<file path="src/rtl/mks_pkg.sv">
// Shared types, phase codes and key table for the matrix keypad scanner.
package mks_pkg;

    typedef logic [2:0]  phase_t;
    typedef logic [1:0]  row_t;
    typedef logic [3:0]  key_t;
    typedef logic [15:0] ticks_t;

    localparam phase_t PH_IDLE     = 3'd0;
    localparam phase_t PH_DEBOUNCE = 3'd1;
    localparam phase_t PH_DECODE   = 3'd2;
    localparam phase_t PH_RELEASE  = 3'd3;

    localparam logic [3:0] ALL_ROWS       = 4'hf;
    localparam ticks_t     DEBOUNCE_RESET = 16'd2;
    localparam row_t       ROW_FIRST      = 2'd3;
    localparam row_t       ROW_LAST       = 2'd0;

    // Column index: 0 = A5, 1 = A6, 2 = A7.
    function automatic key_t key_lookup(input row_t row, input logic [1:0] col);
        key_t code;
        begin
            code = 4'd0;
            case ({row, col})
                4'b00_00: code = 4'd2;
                4'b00_01: code = 4'd1;
                4'b00_10: code = 4'd3;
                4'b01_00: code = 4'd0;
                4'b01_01: code = 4'd11;
                4'b01_10: code = 4'd12;
                4'b10_00: code = 4'd8;
                4'b10_01: code = 4'd7;
                4'b10_10: code = 4'd9;
                4'b11_00: code = 4'd5;
                4'b11_01: code = 4'd4;
                4'b11_10: code = 4'd6;
                default:  code = 4'd0;
            endcase
            return code;
        end
    endfunction

    function automatic logic [3:0] row_onehot(input row_t row);
        return 4'b0001 << row;
    endfunction

endpackage

</file>
<file path="src/rtl/matrix_keypad_scanner_unit.sv">
// Matrix keypad scanner top level: 4x3 key matrix scan with debounce and release wait.
//
//  channel  | handshake                  | payload
//  ---------+----------------------------+----------------------------------------
//  sample   | sample_valid/sample_stall  | column_bits[2:0]
//  result   | result_valid/result_stall  | row_drive, scan_done, key_found, key_code
//  cfg      | cfg_valid/cfg_ready        | cfg_data[15:0] (debounce_ticks)
//
// One request per cycle unless stalled; each sample yields exactly one result.
// Scan state updates as the sample is taken; the result register holds the outputs.
// A sample is taken whenever the result register is empty or being drained.
// Reset: idle, row 3, debounce_ticks = 2, result register empty.
module matrix_keypad_scanner_unit (
    input  logic                 clk,
    input  logic                 rst_n,
    input  logic                 sample_valid,
    output logic                 sample_stall,
    input  logic [2:0]           column_bits,
    output logic                 result_valid,
    input  logic                 result_stall,
    output logic [3:0]           row_drive,
    output logic                 scan_done,
    output logic                 key_found,
    output logic [3:0]           key_code,
    input  logic                 cfg_valid,
    output logic                 cfg_ready,
    input  mks_pkg::ticks_t      cfg_data
);
    import mks_pkg::*;

    ticks_t debounce_reg;
    phase_t phase_reg, phase_next;
    row_t   row_reg, row_next;
    ticks_t wait_reg, wait_next;
    key_t   held_reg, held_next;
    logic   valid_code_reg, valid_code_next;

    logic       out_valid_reg;
    logic [3:0] drive_reg, drive_next;
    logic       done_reg, done_next;
    logic       found_reg, found_next;
    key_t       code_reg, code_next;

    logic take;
    logic advance;

    assign sample_stall = out_valid_reg & result_stall;
    assign take         = sample_valid & ~sample_stall;
    assign cfg_ready    = 1'b1;

    always_comb
    begin
        phase_next      = phase_reg;
        row_next        = row_reg;
        wait_next       = wait_reg;
        held_next       = held_reg;
        valid_code_next = valid_code_reg;
        drive_next      = ALL_ROWS;
        done_next       = 1'b0;
        found_next      = 1'b0;
        code_next       = 4'd0;
        advance         = 1'b0;

        case (phase_reg)
            PH_DEBOUNCE:
            begin
                if (wait_reg != 16'd0)
                begin
                    wait_next = wait_reg - 16'd1;
                end
                else if (column_bits == 3'd0)
                begin
                    phase_next = PH_IDLE;
                end
                else
                begin
                    phase_next      = PH_DECODE;
                    row_next        = ROW_FIRST;
                    held_next       = 4'd0;
                    valid_code_next = 1'b0;
                    drive_next      = row_onehot(ROW_FIRST);
                end
            end
            PH_DECODE:
            begin
                if (column_bits inside {3'd1, 3'd2, 3'd4})
                begin
                    held_next       = key_lookup(row_reg, {column_bits[2], column_bits[1]});
                    valid_code_next = 1'b1;
                end
                if (column_bits == 3'd0)
                begin
                    advance = 1'b1;
                end
                else
                begin
                    phase_next = PH_RELEASE;
                    drive_next = row_onehot(row_reg);
                end
            end
            PH_RELEASE:
            begin
                if (column_bits == 3'd0)
                begin
                    advance = 1'b1;
                end
                else
                begin
                    drive_next = row_onehot(row_reg);
                end
            end
            default:
            begin
                phase_next = PH_IDLE;
                if (column_bits != 3'd0)
                begin
                    phase_next = PH_DEBOUNCE;
                    wait_next  = debounce_reg;
                end
            end
        endcase

        if (advance)
        begin
            if (row_reg == ROW_LAST)
            begin
                done_next  = 1'b1;
                found_next = valid_code_next;
                code_next  = valid_code_next ? held_next : 4'd0;
                phase_next = PH_IDLE;
                row_next   = ROW_FIRST;
                drive_next = ALL_ROWS;
            end
            else
            begin
                row_next   = row_reg - 2'd1;
                phase_next = PH_DECODE;
                drive_next = row_onehot(row_reg - 2'd1);
            end
        end
    end

    always_ff @(posedge clk or negedge rst_n)
    begin
        if (!rst_n)
        begin
            debounce_reg   <= DEBOUNCE_RESET;
            phase_reg      <= PH_IDLE;
            row_reg        <= ROW_FIRST;
            wait_reg       <= 16'd0;
            held_reg       <= 4'd0;
            valid_code_reg <= 1'b0;
            out_valid_reg  <= 1'b0;
        end
        else
        begin
            if (cfg_valid && cfg_ready)
            begin
                debounce_reg <= cfg_data;
            end
            if (take)
            begin
                phase_reg      <= phase_next;
                row_reg        <= row_next;
                wait_reg       <= wait_next;
                held_reg       <= held_next;
                valid_code_reg <= valid_code_next;
                out_valid_reg  <= 1'b1;
            end
            else if (!result_stall)
            begin
                out_valid_reg <= 1'b0;
            end
        end
    end

    always_ff @(posedge clk)
    begin
        if (take)
        begin
            drive_reg <= drive_next;
            done_reg  <= done_next;
            found_reg <= found_next;
            code_reg  <= code_next;
        end
    end

    assign result_valid = out_valid_reg;
    assign row_drive    = drive_reg;
    assign scan_done    = done_reg;
    assign key_found    = found_reg;
    assign key_code     = code_reg;

endmodule

</file>
<file path="config.mk">
export PLATFORM = sky130hd
export DESIGN_NAME = matrix_keypad_scanner_unit
export DESIGN_NICKNAME = d
export VERILOG_FILES = /design/src/rtl/mks_pkg.sv /design/src/rtl/matrix_keypad_scanner_unit.sv
export SDC_FILE = /design/constraint.sdc
export NUM_CORES = 1
export LEC_CHECK = 0
export ABC_AREA = 1
export ABC_CLOCK_PERIOD_IN_PS = 1760
export BUFFER_PORTS_ARGS = -buffer_cell sky130_fd_sc_hd__buf_2
export CORE_MARGIN = 3
export CORE_UTILIZATION = 58
export DETAILED_ROUTE_END_ITERATION = 10
export HOLD_SLACK_MARGIN = 0.1
export PLACE_DENSITY = 0.76
export SETUP_SLACK_MARGIN = 0.02
export SYNTH_ARGS = -nofsm -noshare
export SYNTH_HDL_FRONTEND = slang
export SYNTH_SLANG_ARGS = --single-unit
export TNS_END_PERCENT = 1
</file>
<file path="constraint.sdc">
create_clock -name clk -period 1.76 [get_ports clk]
set_input_delay 0.176 -clock clk [delete_from_list [all_inputs] [get_ports clk]]
set_output_delay 0.176 -clock clk [all_outputs]
set_load 0.03 [all_outputs]
</file>
# ---- Word-level counts from Yosys, hierarchy flattened
# Memory sizes are Yosys's and may differ from the RTL's.
# Cells that the tools add are included.
dict set report word_totals {
  regBits 53
  romBits 64
  input_bits 24
  wordCells 80
  n_memories 1
}
# name depth word_bits read_ports rd_clocked_by_memory_dff wr line
set memory_table {}
lappend memory_table {{(no name shown)} 16 4 1 0 0 mks_pkg.sv:24} ;# case ({row, col})
dict set report classes {
  add_sub_neg 2
  n_eq_ne 13
  shifts 2
  mux 34
  n_bitwise 4
  reduce_logical 13
}
# cell count
set ops {}
lappend ops {{16-bit 2-to-1 mux} 2}
lappend ops {{16-bit one-hot mux with 2 select lines} 1}
lappend ops {{4-bit 2-to-1 mux} 6}
lappend ops {{4-bit one-hot mux with 2 select lines} 2}
lappend ops {{16-bit nonzero test} 1}
lappend ops {{16-bit by 1-bit subtractor with 16-bit output, second input constant} 1}
lappend ops {{3-bit 2-to-1 mux} 5}
lappend ops {{2-bit 2-to-1 mux} 7}
lappend ops {{4-bit AND reduction} 3}
lappend ops {{3-bit by 2-bit == test with 1-bit output, second input constant} 3}
lappend ops {{1-bit 2-to-1 mux} 9}
lappend ops {{3-bit one-hot mux with 3 select lines} 1}
lappend ops {{2-bit != test, second input constant} 4}
lappend ops {{1-bit by 2-bit left shift with 4-bit output, first input constant} 2}
lappend ops {{3-bit by 1-bit == test with 1-bit output, second input constant} 2}
lappend ops {{3-bit != test, second input constant} 2}
lappend ops {{3-bit nonzero test} 2}
lappend ops {{2-bit nonzero test} 2}
lappend ops {{3-bit == test, second input constant} 1}
lappend ops {{3-bit logical NOT} 1}
lappend ops {{3-bit AND reduction} 1}
lappend ops {{1-bit AND} 2}
lappend ops {{2-bit logical NOT} 1}
lappend ops {{2-bit by 1-bit != test with 1-bit output, second input constant} 1}
lappend ops {{5 further kinds} 6}

# ---- Logic depth before layout (Yosys ltp)
dict set report logic_depth {
  word_depth 5
  mapped_depth 11
}

# ---- Least setup slack after synthesis
# OpenSTA, ideal clock, no wires.
dict set report synth_timing {
  path_type {flip-flop to flip-flop}
  start {register phase_reg[0]}
  end {register drive_reg[0] (netlist: row_drive[0]), data pin}
  arrival_ns 1.374
  required_ns 1.511
  path_slack_ns 0.137
  stages_incl_launch_ff 10
  period_less_slack_ns 1.623
  path_cell_list {dfrtp_1 -> inv_1 -> ha_1 -> or2_4 -> nand2_2 -> nand2_1 -> inv_1 -> o211ai_1 -> nand2_1 -> inv_1}
}
dict set report synth_between {
  elab_chain_cells 4
  word_cells_on_any_way 7
}
# item line
set synth_lines {}
lappend synth_lines {{start, declared} matrix_keypad_scanner_unit.sv:32} ;# phase_t phase_reg, phase_next;
lappend synth_lines {{start signal, assigned} matrix_keypad_scanner_unit.sv:163} ;# phase_reg <= phase_next;
lappend synth_lines {{3-bit by 2-bit == test with 1-bit output} matrix_keypad_scanner_unit.sv:64} ;# case (phase_reg)
lappend synth_lines {{2-bit OR reduction (no line)} n/a}
lappend synth_lines {{4-bit one-hot mux with 2 select lines / 1-bit 2-to-1 mux (equally long branches)} n/a}
lappend synth_lines {{4-bit 2-to-1 mux (*)} matrix_keypad_scanner_unit.sv:123} ;# if (advance)
lappend synth_lines {{via drive_next[0]} matrix_keypad_scanner_unit.sv:39} ;# logic [3:0] drive_reg, drive_next;
lappend synth_lines {{end signal, assigned} matrix_keypad_scanner_unit.sv:181} ;# drive_reg <= drive_next;
lappend synth_lines {{end, declared} matrix_keypad_scanner_unit.sv:39}
# The timed path passes the listed nets; every way through them passes the cells marked *.
# A chain may end at the register's enable or synchronous reset.

# ---- Final worst setup path
dict set report layout_timing {
  start {register phase_reg[0]}
  end {register wait_reg[5]}
}
dict set report layout_between {
  elab_chain_cells 4
  word_cells_on_any_way 9
}
# item line
set layout_lines {}
lappend layout_lines {{3-bit by 2-bit == test with 1-bit output} matrix_keypad_scanner_unit.sv:64}
lappend layout_lines {{2-bit OR reduction (no line)} n/a}
lappend layout_lines {{1-bit inverter (no line)} n/a}
lappend layout_lines {{4-bit AND reduction (no line)} n/a}
lappend layout_lines {{end signal, assigned} matrix_keypad_scanner_unit.sv:165} ;# wait_reg <= wait_next;
lappend layout_lines {{end, declared} matrix_keypad_scanner_unit.sv:34} ;# ticks_t wait_reg, wait_next;
# Several ways; a longest one is shown, not always the timed one.

==> flow_results.org <==
** STA
- Time the final worst path needs with I/O delays and setup :: 1.71 ns
- Summed over all failing endpoints, the final setup total negative slack is 0 ns.
- Setup repair after global routing could not meet its margin everywhere.
- Period Utilization, post-route :: 97.0%
- Fmax :: 0.586 GHz
- Final slew viol count :: 0
- Slack of the critical path :: 0.0532 ns
- Hold Fails Final Rpt :: 0
- Count of endpoints failing setup in the final report :: 0
- The clock arrives with 0.00471 ns of skew.
- Transition at the pin with the smallest max-transition slack :: 0.527 ns
- Measured against its own limit, the worst slew margin works out to 64.9%.

** Drt
- Violation count after the first detailed-route iteration :: 133
- The count of nets left with antenna violations once routing finished came out at 0.
- Drt via density :: 4.98
- Via count :: 2769
- Count of unresolved DRC violations after routing :: 0
- In the final routed layout, each cell accounts on average for 11.8 um.
- The first TritonRoute pass finished after 4 iterations.
- Post-Route WL :: 6590 um

** Yosys
- Share of the synthesized area in the top cell type :: 30.9%
- Gate count of the mapped netlist :: 423
- Counting flops and latches in the post-synthesis netlist gives 52.
- Summing the sequential cell areas from Yosys gives 42.9% of the chip area.
- Yosys printed 0 warnings.
- Summing every instance area after synthesis gives 3160 sq um.
- The largest total area in the synthesized netlist belongs to sky130_fd_sc_hd__dfrtp_1.
- After synthesis, the netlist uses 40 different library cells.
- Synthesized Nets :: 460
- Most used standard cell by instance count after synthesis :: sky130_fd_sc_hd__nand2_1
- By area the synthesized netlist is led by sky130_fd_sc_hd__dfrtp_1 (31%), sky130_fd_sc_hd__nand2_1 (15%), sky130_fd_sc_hd__edfxtp_1 (9.5%), sky130_fd_sc_hd__inv_1 (6.9%), sky130_fd_sc_hd__o21ai_0 (5.4%).
- Counting flops with a built-in enable in the synthesized netlist gives 10.
- Counting flops with an async set or reset pin after synthesis yields a share of 80.8%.
- Main synth FF type :: sky130_fd_sc_hd__dfrtp_1
- Ranked by instance count, the synthesized netlist is headed by sky130_fd_sc_hd__nand2_1 (130), sky130_fd_sc_hd__inv_1 (58), sky130_fd_sc_hd__dfrtp_1 (39), sky130_fd_sc_hd__nor2_1 (39), sky130_fd_sc_hd__o21ai_0 (34).
- Average footprint of a synthesized cell :: 7.47 sq um

** Setup path
- Traced cell by cell, the critical path runs through inv_2 -> ha_2 -> or2_4 -> nor2_2 -> o21ai_1 -> inv_2 -> nand2_8 -> inv_6 -> nand2_1 -> nand2_1 -> o21ai_1.
- Crit path required time :: 1.95 ns
- R2r setup slk :: 0.05 ns
- Crit path DAT :: 1.90 ns
- The slowest stage of the critical path is the sky130_fd_sc_hd__dfrtp_2 cell.
- STA classifies the critical path endpoint as a flip-flop.
- Maximum single-stage delay on the critical path :: 0.43 ns
- Worst Path Class, Setup :: flip-flop to flip-flop
- The worst setup path is launched from a flip-flop.
- In this run the worst path has a maximum fanout of 17.
- On the critical path the largest part of the delay comes from simple AND/OR/NAND/NOR gates.
- The number of buffers and inverters on the critical path is 3.

** GRT
- The first global-routing pass estimated 11300 um of wire.
- Entering global routing, the biggest net connects 43 pins.
- Global router's overall resource usage :: 22.7%
- Vias in the first global route :: 2649
- Antenna violations before repair :: 0
- After global routing the overflow that remains totals 0.

** Power and ir drop
- Summed over all cells, the static leakage comes to 0.00191 uW.
- Largest vdd supply drop :: 0.000787 V
- Power per cell area :: 1370 nW/um^2

** Finish
- Final cell count without fillers :: 556
- From synthesis to final layout, the design area changed by 21.6%.
- Measured on the finished design, the core utilization comes to 73.9%.
- The layout has 424 filler cells.
- Share of post-route cells with drive strength above 1 :: 24.5%
- Diode insertion count for antenna repair :: 0
- After routing the design area is 3840 sq um.
- Final #Nets :: 522

** Floorplanning
- The floorplan step set the die width to 79.8 um.
- Area of the core region :: 5200 sq um
- In this run the count of I/O pins placed on the die edge is 37.
- After floorplanning, the core was divided into 26 placement rows.
- Once the floorplan was initialized, standard cells occupied 60.7% of the core.
- Chip height :: 79.8 um
- Die area :: 6370 sq um

** Clocking
- The cell sitting at the root of the clock tree is a sky130_fd_sc_hd__clkbuf_8.
- The tree built by TritonCTS fans out to 52 sinks.
- CTS built an H-tree with a depth of 2.
- TritonCTS built the clock tree.
- Clock-pin slew was measured on the worst setup and hold paths at 0.09 ns.
- Insertion delay to the later sink of the worst-skew pair :: 0.30 ns
- The clock passes through at most 2 buffers.
- Number of buffers inserted during clock tree synthesis :: 5

** Placement
- At the placement stage, the worst setup path has a slack of -0.000850 ns.
- Summed over all nets, the half-perimeter wirelength after detailed placement is 4700 um.
- Placed cell count :: 530
- Port bufs :: 35
- Final weighted congestion in routability-driven placement :: 0.847
- Summing all placed instances gives a cell area of 3470 sq um.

** Min path
- The worst hold path belongs to the class input pin to flip-flop.

** Outcome
- The run finished with clean final reports.

** Job
- The tool flagged a number of max-cap violations equal to 0.
## per-stage QoR
step	power, uW	hold slack [ns]
CTS	5020	0.101
global placement	4200	0.276
finish	5280	0.110
global route	5770	0.104
floorplan	3640	-0.120
detailed placement	4270	0.284
## where the power goes
group	total, uW	internal (uW)	switching, uW	leakage [uW]
sequential	1920	1590	330	0.000610
combinational	2680	1070	1610	0.00125
clock	686	321	365	0.0000455
total	5280	2980	2300	0.00191
## final timing paths
| check | from | endpoint | depth (start not counted) |
|---|---|---|---|
| worst max-delay path | phase_reg[0]$_DFFE_PN0P_ | wait_reg[5]$_DFFE_PN0P_ | 11 |
| worst min-delay path | cfg_data[0] | debounce_reg[0]$_DFFE_PN0P_ | 2 |
| worst max register to register | phase_reg[0]$_DFFE_PN0P_ | wait_reg[5]$_DFFE_PN0P_ | 11 |
| worst min register to register | valid_code_reg$_DFFE_PN0P_ | valid_code_reg$_DFFE_PN0P_ | 2 |
| max in group asynchronous | rst_n | phase_reg[1]$_DFFE_PN0P_ | 3 |
| min in group asynchronous | rst_n | held_reg[0]$_DFFE_PN0P_ | 3 |
## final cells by class
| class | count | area, sq um | area share (%) |
|---|---|---|---|
| clock buffers | 8 | 90.1 | 2.34 |
| inverters | 63 | 241 | 6.28 |
| multi-input cells | 297 | 1600 | 41.7 |
| flip-flops and latches | 52 | 1360 | 35.3 |
| well taps | 70 | 87.6 | 2.28 |
| repair buffers | 66 | 463 | 12.0 |
## kinds of logic (layout without fill, tap and decap cells)
family          after synthesis  in the layout  share of synthesized area (%)
mux                           4              4                           1.42
fa+ha+maj                    13             13                           5.14
compound gates               66             66                           11.8
simple gates                210            210                           28.2
buf+inv                      74            137                           9.66
xor+xnor                      3              3                          0.831
flops                        52             52                           42.9
other cells                   1              1                          0.119
## what timing repair did
action	in CTS	in global routing
buffers inserted	1	3
gates cloned	0	0
endpoints found under the setup margin	13	32
endpoints found under the hold margin	52	0
pin swaps	0	8
hold buffers	14	0
gates resized for setup	2	34
## worst register-to-register path: cells and delay by family, from the launching register on
kind	cells	cell delay [ns]
adders and majority gates	1	0.18
DFF	1	0.43
AOI/OAI and AO/OA	2	0.13
and+or+nand+nor	5	0.55
buffers and inverters	3	0.31
## layer usage
metal / share of wire (%) / global-route usage, % / up-vias / routed length [um]
met5: 0 / 0 / - / 0
met3: 3.6 / 4.51 / 10 / 237
li1: - / - / 1443 / -
met1: 43 / 25.6 / 1255 / 2810
met4: 1.6 / 8.28 / 0 / 108
met2: 52 / 41.9 / 61 / 3430
## layout by cell type (no fill, tap or decap), drive strengths merged, types with 8 or more instances in the layout
cell type,netlist,routed
nor2,48,48
o21ai,47,47
inv,62,63
dfrtp,39,39
ha,13,13
nand3,21,21
edfxtp,10,10
buf,5,52
nand2,134,134
a21oi,13,13
clkbuf,6,8
dlygate4sd3,0,14
Power figures use the tool's default switching activity.
